==> src/hw/rtl/tabular_q_learning_agent_core_assert.svh <==
// Assertion macros shared by the RTL of the Q-learning agent core.
// Both sample on clk and stay quiet while arst_n is low.
`ifndef TABULAR_Q_LEARNING_AGENT_CORE_ASSERT_SVH
`define TABULAR_Q_LEARNING_AGENT_CORE_ASSERT_SVH

// Same-cycle implication
`define TQLA_ASSERT_IMP(label, ante, cons, msg) \
	label: assert property (@(posedge clk) disable iff (!arst_n) (ante) |-> (cons)) \
		else $error(msg);

// Next-cycle implication
`define TQLA_ASSERT_NXT(label, ante, cons, msg) \
	label: assert property (@(posedge clk) disable iff (!arst_n) (ante) |=> (cons)) \
		else $error(msg);

`endif

==> src/hw/rtl/tqla_pkg.sv <==
// ----------------------------------------------------------------------------
// tqla_pkg
// Types, constants and helper functions of the tabular Q-learning agent core.
// ----------------------------------------------------------------------------
package tqla_pkg;

	// Table geometry
	localparam int STATES     = 4096;
	localparam int ACTIONS    = 4;
	localparam int VALUE_BITS = 32;
	localparam int ST_BITS    = $clog2(STATES);
	localparam int ACT_BITS   = $clog2(ACTIONS);
	localparam int ROW_BITS   = ACTIONS * VALUE_BITS;
	localparam int CNT_BITS   = $clog2(STATES + 1);

	// Wide signed working width for sums before saturation
	localparam int WIDE_BITS  = 36;

	// Rates are Q1.16, 17 bits so that 1.0 is representable
	localparam int RATE_BITS  = 17;
	localparam logic [RATE_BITS-1:0] ONE_Q16 = 17'h10000;

	// Configuration port
	localparam int CFG_IDX_BITS  = 3;
	localparam int CFG_DATA_BITS = 64;
	localparam logic [CFG_IDX_BITS-1:0] CFG_LEARNING_RATE = 3'd0;
	localparam logic [CFG_IDX_BITS-1:0] CFG_DISCOUNT      = 3'd1;
	localparam logic [CFG_IDX_BITS-1:0] CFG_EPS_START     = 3'd2;
	localparam logic [CFG_IDX_BITS-1:0] CFG_EPS_END       = 3'd3;
	localparam logic [CFG_IDX_BITS-1:0] CFG_EPS_STEPS     = 3'd4;
	localparam logic [CFG_IDX_BITS-1:0] CFG_SEED          = 3'd5;

	// splitmix64 constants
	localparam logic [63:0] GOLDEN = 64'h9E3779B97F4A7C15;
	localparam logic [63:0] MIXA   = 64'hBF58476D1CE4E5B9;
	localparam logic [63:0] MIXB   = 64'h94D049BB133111EB;

	// Epsilon divider: 17-bit magnitude times 32-bit count
	localparam int DIV_BITS = RATE_BITS + 32;

	// Operation codes of an input item
	typedef enum logic [1:0] {
		OP_LEARN   = 2'd0,
		OP_GREEDY  = 2'd1,
		OP_EXPLORE = 2'd2,
		OP_READ    = 2'd3
	} op_e;

	// Datapath commands
	typedef enum logic [4:0] {
		CMD_IDLE,
		CMD_CLEAR,
		CMD_LATCH,
		CMD_RD_NEXT,
		CMD_MAX,
		CMD_MUL_DISC,
		CMD_TARGET,
		CMD_ERR,
		CMD_MUL_LR,
		CMD_WRITE,
		CMD_PICK,
		CMD_READ_VAL,
		CMD_EPS_INIT,
		CMD_DIV_STEP,
		CMD_EPS_FIN,
		CMD_RNG_ADV,
		CMD_MUL_LL,
		CMD_MUL_LH,
		CMD_MUL_HL,
		CMD_MIX2,
		CMD_FIN,
		CMD_TEST,
		CMD_RAND_PICK,
		CMD_EMIT
	} cmd_op_e;

	typedef struct packed {
		cmd_op_e            op;
		logic [ST_BITS-1:0] clr_addr;
	} cmd_t;

	typedef struct packed {
		logic eps_direct;
		logic below;
	} status_t;

	typedef logic signed [VALUE_BITS-1:0] qval_t;

	// Rates above 1.0 act as 1.0
	function automatic logic [RATE_BITS-1:0] clamp_rate(input logic [RATE_BITS-1:0] r);
		return (r > ONE_Q16) ? ONE_Q16 : r;
	endfunction

	// Saturate a wide signed value to the table value width
	function automatic qval_t sat_value(input logic signed [WIDE_BITS-1:0] x);
		logic [WIDE_BITS-VALUE_BITS:0] top;
		top = x[WIDE_BITS-1:VALUE_BITS-1];
		if ((&top) || !(|top)) begin
			return x[VALUE_BITS-1:0];
		end else if (x[WIDE_BITS-1]) begin
			return {1'b1, {(VALUE_BITS-1){1'b0}}};
		end else begin
			return {1'b0, {(VALUE_BITS-1){1'b1}}};
		end
	endfunction

endpackage

==> src/hw/rtl/tqla_ctrl.sv <==
// ----------------------------------------------------------------------------
// tqla_ctrl
// Sequencer: clears the memories after reset, then steps each item through
// the datapath and hands the result to the output register.
// ----------------------------------------------------------------------------
module tqla_ctrl (
	input  logic              clk,
	input  logic              arst_n,
	input  logic              in_valid,
	input  logic [1:0]        in_action,
	input  logic              out_ready,
	input  tqla_pkg::status_t stat,
	output logic              in_ready,
	output logic              out_valid,
	output tqla_pkg::cmd_t    cmd
);
	import tqla_pkg::*;

	localparam int DIV_LAST = DIV_BITS - 1;

	typedef enum logic [4:0] {
		S_CLEAR, S_IDLE,
		S_LN_RDNX, S_LN_MAX, S_LN_MULD, S_LN_TGT, S_LN_ERR, S_LN_MULR, S_LN_WR,
		S_GR_RD, S_GR_PICK, S_RD_RD, S_RD_VAL,
		S_EP_INIT, S_EP_DIV, S_EP_FIN,
		S_EX_ADV, S_EX_LL, S_EX_LH, S_EX_HL, S_EX_MIX2, S_EX_FIN, S_EX_TEST, S_EX_RAND,
		S_RESULT
	} state_e;

	state_e             state_q;
	logic [ST_BITS-1:0] cnt_q;
	logic               mix_q;
	logic               second_q;
	logic               out_valid_q;
	logic               emit;

	assign in_ready  = (state_q == S_IDLE);
	assign out_valid = out_valid_q;
	assign emit      = (state_q == S_RESULT) && (!out_valid_q || out_ready);

	// Command decode
	always_comb begin
		cmd.clr_addr = cnt_q;
		unique case (state_q)
			S_CLEAR:   cmd.op = CMD_CLEAR;
			S_IDLE:    cmd.op = in_valid ? CMD_LATCH : CMD_IDLE;
			S_LN_RDNX: cmd.op = CMD_RD_NEXT;
			S_LN_MAX:  cmd.op = CMD_MAX;
			S_LN_MULD: cmd.op = CMD_MUL_DISC;
			S_LN_TGT:  cmd.op = CMD_TARGET;
			S_LN_ERR:  cmd.op = CMD_ERR;
			S_LN_MULR: cmd.op = CMD_MUL_LR;
			S_LN_WR:   cmd.op = CMD_WRITE;
			S_GR_RD:   cmd.op = CMD_IDLE;
			S_GR_PICK: cmd.op = CMD_PICK;
			S_RD_RD:   cmd.op = CMD_IDLE;
			S_RD_VAL:  cmd.op = CMD_READ_VAL;
			S_EP_INIT: cmd.op = CMD_EPS_INIT;
			S_EP_DIV:  cmd.op = CMD_DIV_STEP;
			S_EP_FIN:  cmd.op = CMD_EPS_FIN;
			S_EX_ADV:  cmd.op = CMD_RNG_ADV;
			S_EX_LL:   cmd.op = CMD_MUL_LL;
			S_EX_LH:   cmd.op = CMD_MUL_LH;
			S_EX_HL:   cmd.op = CMD_MUL_HL;
			S_EX_MIX2: cmd.op = CMD_MIX2;
			S_EX_FIN:  cmd.op = CMD_FIN;
			S_EX_TEST: cmd.op = CMD_TEST;
			S_EX_RAND: cmd.op = CMD_RAND_PICK;
			S_RESULT:  cmd.op = emit ? CMD_EMIT : CMD_IDLE;
			default:   cmd.op = CMD_IDLE;
		endcase
	end

	// State and registered outputs
	always_ff @(posedge clk or negedge arst_n) begin
		if (!arst_n) begin
			state_q     <= S_CLEAR;
			cnt_q       <= '0;
			mix_q       <= 1'b0;
			second_q    <= 1'b0;
			out_valid_q <= 1'b0;
		end else begin
			// Output register: load on emit, free on transfer
			if (emit) begin
				out_valid_q <= 1'b1;
			end else if (out_valid_q && out_ready) begin
				out_valid_q <= 1'b0;
			end
			unique case (state_q)
				S_CLEAR: begin
					cnt_q <= cnt_q + 1'b1;
					if (&cnt_q) begin
						state_q <= S_IDLE;
					end
				end
				S_IDLE: begin
					if (in_valid) begin
						unique case (op_e'(in_action))
							OP_LEARN:   state_q <= S_LN_RDNX;
							OP_GREEDY:  state_q <= S_GR_RD;
							OP_EXPLORE: state_q <= S_EP_INIT;
							OP_READ:    state_q <= S_RD_RD;
							default:    state_q <= S_IDLE;
						endcase
					end
				end
				S_LN_RDNX: state_q <= S_LN_MAX;
				S_LN_MAX:  state_q <= S_LN_MULD;
				S_LN_MULD: state_q <= S_LN_TGT;
				S_LN_TGT:  state_q <= S_LN_ERR;
				S_LN_ERR:  state_q <= S_LN_MULR;
				S_LN_MULR: state_q <= S_LN_WR;
				S_LN_WR:   state_q <= S_RESULT;
				S_GR_RD:   state_q <= S_GR_PICK;
				S_GR_PICK: state_q <= S_RESULT;
				S_RD_RD:   state_q <= S_RD_VAL;
				S_RD_VAL:  state_q <= S_RESULT;
				S_EP_INIT: begin
					second_q <= 1'b0;
					cnt_q    <= '0;
					state_q  <= stat.eps_direct ? S_EX_ADV : S_EP_DIV;
				end
				S_EP_DIV: begin
					cnt_q <= cnt_q + 1'b1;
					if (cnt_q == ST_BITS'(DIV_LAST)) begin
						state_q <= S_EP_FIN;
					end
				end
				S_EP_FIN: state_q <= S_EX_ADV;
				S_EX_ADV: begin
					mix_q   <= 1'b0;
					state_q <= S_EX_LL;
				end
				S_EX_LL:   state_q <= S_EX_LH;
				S_EX_LH:   state_q <= S_EX_HL;
				S_EX_HL:   state_q <= mix_q ? S_EX_FIN : S_EX_MIX2;
				S_EX_MIX2: begin
					mix_q   <= 1'b1;
					state_q <= S_EX_LL;
				end
				S_EX_FIN:  state_q <= second_q ? S_EX_RAND : S_EX_TEST;
				S_EX_TEST: begin
					if (stat.below) begin
						second_q <= 1'b1;
						state_q  <= S_EX_ADV;
					end else begin
						state_q  <= S_GR_RD;
					end
				end
				S_EX_RAND: state_q <= S_RESULT;
				S_RESULT: begin
					if (emit) begin
						state_q <= S_IDLE;
					end
				end
				default: state_q <= S_IDLE;
			endcase
		end
	end

endmodule

==> config.mk <==
export PLATFORM = sky130hd
export DESIGN_NAME = tqla_ctrl
export DESIGN_NICKNAME = d
export VERILOG_FILES = /design/src/hw/rtl/tabular_q_learning_agent_core_assert.svh /design/src/hw/rtl/tqla_pkg.sv /design/src/hw/rtl/tqla_ctrl.sv
export SDC_FILE = /design/constraint.sdc
export NUM_CORES = 1
export LEC_CHECK = 0
export ABC_AREA = 1
export BUFFER_PORTS_ARGS = -buffer_cell sky130_fd_sc_hd__clkbuf_2
export CAP_MARGIN = 10
export CORE_MARGIN = 2
export CORE_UTILIZATION = 40
export DETAILED_ROUTE_END_ITERATION = 10
export MAX_ROUTING_LAYER = met4
export PLACE_DENSITY = 0.7
export SLEW_MARGIN = 20
export SYNTH_ARGS = -nofsm -noshare
export SYNTH_HDL_FRONTEND = slang
export SYNTH_SLANG_ARGS = --single-unit
export TNS_END_PERCENT = 10
==> constraint.sdc <==
create_clock -name clk -period 3.6 [get_ports clk]
set_clock_uncertainty 0.05 [all_clocks]
set_input_delay 1.08 -clock clk [delete_from_list [all_inputs] [get_ports clk]]
set_output_delay 1.08 -clock clk [all_outputs]
set_load 0.02 [all_outputs]
== After elaboration in Yosys (flattened, before gate mapping) ==
Index checks and enable logic that the tools add are counted.

* Bits in registers: 20
* Bits in latches: 0
* RAM bits: 0
* Bits in read-only memories: 0
* Bits of input ports: 8
* Output and inout port bits: 19
* Word-level logic and storage cells: 74
* Memories kept: 0

* Add/sub/neg operators: 1
* $mul: 0
* Div/mod/pow operators: 0
* $lt $le $gt $ge: 0
* Equality and inequality tests: 33
* Shifts and indexed selects: 0
* Multiplexer cells: 19
* Bitwise logic cells: 0
* Reductions and logical operators: 16

{| class="wikitable"
|+ Operators with widths
! operator !! number
|-
| $pmux 5 s23 || 1
|-
| $pmux 5 s21 || 1
|-
| $eq 5x5->1 const B || 9
|-
| $eq 5x4->1 const B || 8
|-
| $mux 5 || 7
|-
| $pmux 12 s2 || 1
|-
| $eq 5x3->1 const B || 4
|-
| $pmux 5 s4 || 1
|-
| $add 12x1->12 const B || 1
|-
| $eq 12x6->1 const B || 1
|-
| $reduce_and 12->1 || 1
|-
| $eq 5x2->1 const B || 2
|-
| $ne 2x2->1 const B || 5
|-
| $reduce_bool 2->1 || 4
|-
| $eq 5x1->1 const B || 1
|-
| $logic_not 5->1 || 1
|-
| $mux 1 || 5
|-
| $eq 2x2->1 const B || 2
|-
| $pmux 1 s2 || 2
|-
| $reduce_and 4->1 || 1
|-
| $reduce_or 2->1 || 2
|-
| $reduce_or 4->1 || 1
|-
| $eq 2x1->1 const B || 1
|-
| $logic_and 1x1->1 || 2
|-
| 5 further kinds || 5
|}

== Depth between registers and ports, before layout ==
Gate-level depths: netlist (run 1).

* Depth after elaboration: 5
* Gate-level depth with buffers: 11
* Depth with buffers taken out: 10

== Worst setup path after synthesis (run 1) ==
OpenSTA, ideal clock, no wires.

* Path type: input port to output port
* Start: in out_ready
* End: out cmd[14] (netlist name)
* Arrival time: 1.833 ns
* Required time: 2.470 ns
* Setup slack: 0.637 ns
* Stages: 6
* Buffers on the path: 0
* Cell sequence: nor2_1 inv_1 nand3_1 nand2_1 a21oi_1 o2111ai_1

{| class="wikitable"
|+ RTL lines
! item !! line !! text
|-
| from (decl) || tqla_ctrl.sv:11 || <nowiki>input logic out_ready,</nowiki>
|-
| to (decl) || tqla_ctrl.sv:15 || <nowiki>output tqla_pkg::cmd_t cmd</nowiki>
|}

==> results.tsv, run 1 <==
metric	value	unit
area_growth	13.2	%
initialDrtViolationCount	152	
ant_nets	0	
place_congestion	0.941	
drc_errors	0	
post-route-period-util	88.6	%
cp-start-kind	input port	
drtPass1Iterations	5	
grt_pass1_vias	1591	
syn-instance-count	268	
fmax	314	MHz
power_density	743	mW/mm2
dr_total_vias	1798	
nets	307	
yosysMostFrequentCell	nand2_1	
setup_viol	0	
cts_sinks	20	
crit_fanout	4	
yosys_warnings	0	
report.final.hold_viol_count	0	
num_rows	23	
ys_ff_latch	20	
postCtsSetupBuffers	0	
fillCellCount	458	
grt_max_degree	21	
post-dp-hpwl	3560	um
io_pins	27	
critPathKind	input port to output pin	
finalPower	1420	uW
syn_area	0.00169	mm2
die_area	0.00475	mm2
routed_wl	4480	um
power_leakage	0.00104	uW
layout-drive-gt1-share	19.4	%
antenna_cells	0	
grt_pass1_wl	7480	um
htreeDepth	1	
post_cts_resized	0	
grt_overflow	0	
antenna_found_initial	0	
synthFlopType	dfrtp_1	
worst_pin_slew	0.545	ns
fp.dieW	68.9	um
clk_latency	0.26	ns
avgSynthCellArea	6.29	um2
finalMaxSlewViolations	0	
grt_use_total	21.9	%
yosysTopAreaCellShare	29.7	%
cts_buffers	3	
initial_core_util	41.8	%
slew_headroom	63.7	%
synth_nets	280	
synth_top_area_cell	dfrtp_1	
period_minus_slack	3.19	ns
tns	0	ns
wl_per_cell	13.0	um
async_flop_share	100	%
synth_cell_types	28	
critPathArrivalTime	2.06	ns
via_per_inst	5.23	
cp-end-kind	output pin	
utilization	47.4	%
yosysSeqAreaShare	29.7	%
min_path_type	flop to flop	
hp-start	second_q$_DFFE_PN0P_	
tritoncts	yes	
reg2reg_from	state_q[4]$_DFFE_PN0P_	
cts-hold-fix-buffers	0	
rsz0062_at_grt	no	
outcome	finished clean	
drv_cap	0	
netlist_top_cells_area	dfrtp_1 30%, nand2_1 16%, nor2_1 9.4%	
io_buffer_count	26	
clk_transition_reported_paths	0.08	ns
synth_edf_count	0	
die_h	68.9	um
startpoint	out_ready	
cts-root-buf	clkbuf_8	
crit_required	2.47	ns
core	0.00403	mm2
yosys-top-cells-count	71 x nand2_1, 42 x nor2_1, 33 x inv_1, 24 x nand3_1, 20 x dfrtp_1	
clockBufferDepth	2	
ir_drop	0.305	mV
## worst max-delay path, stage by stage
cell and delay, ns:
clkbuf_2 0.08, nor2_1 0.14, inv_1 0.07, nand3_1 0.15, nand2_1 0.07, a21oi_1 0.17
o2111ai_1 0.12, clkbuf_2 0.17
## logic make-up after synthesis
kind of cell	share of synthesized area, %
flops	29.7
fa+ha+maj	2.97
xor+xnor	0.520
compound gates	12.5
simple gates	43.7
buf+inv	10.6
## flip-flops by register name (all words and copies together) (netlist names)
| register | cells |
|---|---|
| cnt_q | 12 |
| state_q | 5 |
| mix_q | 1 |
| out_valid | 1 |
| second_q | 1 |
## path summary, 6_finish.rpt
kind	to	slack [ns]	depth (start not counted)
worst max register to register	state_q[3]$_DFFE_PN0P_	1.69	8
worst max-delay path	cmd[14]	0.41	8
worst min register to register	second_q$_DFFE_PN0P_	0.45	2
worst min-delay path	second_q$_DFFE_PN0P_	0.45	2
min in group asynchronous	cnt_q[10]$_DFFE_PN0P_	0.74	1
max in group asynchronous	state_q[4]$_DFFE_PN0P_	2.40	1
## area by class of cell
cell class | count | area [um2] | area share [%]
Multi-Input combinational cell | 203 | 1010 | 52.7
Sequential cell | 20 | 500 | 26.2
Inverter | 41 | 154 | 8.07
Timing Repair Buffer | 26 | 130 | 6.82
Tap cell | 50 | 62.6 | 3.28
Clock buffer | 4 | 55.1 | 2.89
## cell usage in the layout (no fill, tap or decap), types with 7 or more instances in the layout
master and instances:
clkbuf_2 26, nor2_1 42, dfrtp_1 20, nand3_1 24, nand2_1 71, a21oi_1 8, o21ai_0 8, o21ai_1 7
inv_2 8, inv_1 33
## per-layer routing
metal / GRT usage, % / up-vias / routed length, um
li1: - / 913 / -
met1: 32.3 / 811 / 2170
met2: 31.5 / 70 / 1980
met3: 3.41 / 4 / 286
met4: 4.90 / 0 / 46
met5: - / - / 0
## per-stage QoR
stage	instances	hold slack (ns)	setup slack [ns]	area [um2]
finish	344	0.449	0.412	1910
detailed placement	340	0.438	0.387	1850
global route	344	0.514	0.253	1910
CTS	344	0.456	0.383	1910
floorplan	268	0.403	0.637	1690
global placement	340	0.437	0.418	1850
## power breakdown
part	internal [uW]	switching, uW
logic	275	582
clock network	97.4	78.1
registers	284	99.3
total	657	760
Note: power is estimated with default switching activity, not from simulation.
==> run 2, diff against run 1 <==
--- a/config.mk
+++ b/config.mk
@@ -9,10 +9,10 @@
 export BUFFER_PORTS_ARGS = -buffer_cell sky130_fd_sc_hd__clkbuf_2
 export CAP_MARGIN = 10
 export CORE_MARGIN = 2
-export CORE_UTILIZATION = 40
+export CORE_UTILIZATION = 57
 export DETAILED_ROUTE_END_ITERATION = 10
 export MAX_ROUTING_LAYER = met4
-export PLACE_DENSITY = 0.7
+export PLACE_DENSITY = 0.9
 export SLEW_MARGIN = 20
 export SYNTH_ARGS = -nofsm -noshare
 export SYNTH_HDL_FRONTEND = slang
==> run 2 against run 1 <==
  * Routed wire length decreased by 0.40%
  * Register-to-register slack about the same
  * Worst hold slack improved by 0.017 ns
  * Critical endpoint unchanged
  * Highest routed layer unchanged
  * Fmax increased by 0.12%
==> results.tsv, run 2 (same netlist as run 1, synthesis figures left out) <==
metric	value	unit	change
period_minus_slack	3.18	ns	-0.00393 ns
final_cell_mix	71 x nand2_1, 42 x nor2_1, 33 x inv_1, 26 x clkbuf_2, 24 x nand3_1		
drc_errors	0		unchanged
crit_fanout	4		unchanged
post_cts_resized	0		unchanged
initial_core_util	60.6	%	+19 points
worst-path-stages	8		unchanged
fillCellCount	258		-44%
cp-end-kind	output pin		
seq_area	500	um2	unchanged
clockBufferDepth	2		unchanged
final_cell_count_no_fill	325		-5.5%
grt_use_met1	46.3	%	+14 points
post-dp-hpwl	3520	um	-1.3%
cp_common_cell	clkbuf_2		
postCtsSetupBuffers	0		unchanged
die_h	58.4	um	-15%
fmax	314	MHz	+0.12%
drtPass1Iterations	6		+1
area_growth	11.7	%	
rsz0062_at_grt	no		
rr_worst_depth	8		unchanged
regMostFlops	cnt_q		
tritoncts	yes		
ir_drop	0.619	mV	+100%
core	0.00278	mm2	-31%
via_per_inst	5.54		+6.0%
grt_pass1_vias	1598		+0.44%
post-route-period-util	88.5	%	-0.11 points
power_density	767	mW/mm2	+3.2%
power_leakage	0.00104	uW	about the same
cts-hold-fix-buffers	0		unchanged
grtUsageMet2	41.9	%	+10 points
use_met3	3.96	%	+0.55 points
crit_family	simple AND/OR/NAND/NOR gates		
reg2reg_from	state_q[4]$_DFFE_PN0P_		
crit_required	2.47	ns	about the same
dr_total_vias	1801		+0.17%
finalMaxSlewViolations	0		unchanged
cp-endpoint	cmd[14]		
num_rows	19		-17%
min_path_type	flop to flop		
critPathKind	input port to output pin		
critPathBufInv	3		unchanged
reg_top3	cnt_q (12), state_q (5)		
whs	0.466	ns	+0.0168 ns
wl_per_cell	13.7	um	+5.4%
die_area	0.00341	mm2	-28%
critPathArrivalTime	2.05	ns	about the same
grt_max_degree	21		unchanged
clk_transition_reported_paths	0.12	ns	+0.04 ns
grt_use_total	29.8	%	+7.9 points
io_buffer_count	26		unchanged
cts-root-buf	clkbuf_4		
worst_pin_slew	0.488	ns	-0.0570 ns
antenna_found_initial	0		unchanged
utilization	67.7	%	+20 points
outcome	finished clean		
drv_cap	0		unchanged
report.final.hold_viol_count	0		unchanged
clk_latency	0.31	ns	+0.05 ns
path_cells	clkbuf_2, nor2_1, inv_1, nand3_1, nand2_1, a21oi_1, o2111ai_1, clkbuf_2		
largest_reg_flops	12		unchanged
antenna_cells	0		unchanged
ant_nets	0		unchanged
placed_cells	321		-5.6%
htreeDepth	1		unchanged
mostFrequentLayoutCell	nand2_1		
routed_wl	4470	um	-0.40%
worst_r2r_endpoint	state_q[1]$_DFFE_PN0P_		
critPathSlowestCell	a21oi_1		
io_pins	27		unchanged
slew_headroom	67.5	%	+3.8 points
grt_overflow	0		unchanged
nets	307		unchanged
setup_viol	0		unchanged
fp.dieW	58.4	um	-15%
cts_sinks	20		unchanged
max_stage_delay	0.18	ns	about the same
layout-drive-gt1-share	19.4	%	unchanged
cts_buffers	3		unchanged
place_congestion	0.996		+5.8%
cp-start-kind	input port		
multiInputGateArea	0.00101	mm2	unchanged
top_usage_layer	met1		
tns	0	ns	unchanged
grt_pass1_wl	7510	um	+0.37%
initialDrtViolationCount	136		-11%
reg2reg_slack	1.70	ns	about the same
startpoint	out_ready		
run 2: cell count changes in the layout (fill, tap and decap cells not counted), sizes merged:
cell,previous run,this run
clkbuf,30,29
bufinv,0,1
run 2: per-stage QoR:
step / instance area (um2) / setup slack, ns / power, uW
after detailed placement: 1830 / 0.425 / 1250
final: 1880 / 0.415 / 1440
after global placement: 1830 / 0.435 / 1240
after CTS: 1880 / 0.413 / 1430
after floorplan: 1690 / 0.637 / 1020
after global routing: 1880 / 0.318 / 1560
run 2: cell type report:
class,count,share of cell area [%]
Timing Repair Buffer,26,6.91
Tap cell,31,2.06
Clock inverter,1,1.60
Clock buffer,3,1.20
Sequential cell,20,26.6
Inverter,41,8.18
Multi-Input combinational cell,203,53.5
run 2: how the worst min path moves through the flow:
stage,from,end,slack [ns],cells past startpoint
2_1_floorplan,second_q$_DFFE_PN0P_,second_q$_DFFE_PN0P_,0.40,2
3_3_place_gp,second_q$_DFFE_PN0P_,second_q$_DFFE_PN0P_,0.43,2
3_5_place_dp,second_q$_DFFE_PN0P_,second_q$_DFFE_PN0P_,0.44,2
4_1_cts,second_q$_DFFE_PN0P_,second_q$_DFFE_PN0P_,0.47,2
5_1_grt,second_q$_DFFE_PN0P_,second_q$_DFFE_PN0P_,0.52,2
6_report,second_q$_DFFE_PN0P_,second_q$_DFFE_PN0P_,0.47,2
run 2: routing by layer:
layer,wire (um),up-vias
met3,386,2
met2,1920,75
met1,2150,814
li1,-,910
met4,12,0
met5,0,-
run 2: worst min-delay path, cell delays in order, from the launching register on:
cell and delay [ns]:
dfrtp_1 0.37, nand2_1 0.05, o21ai_0 0.07
run 2: where the power goes:
group | internal [uW] | switching, uW
combinational | 275 | 595
clock | 113 | 71.2
sequential | 284 | 105
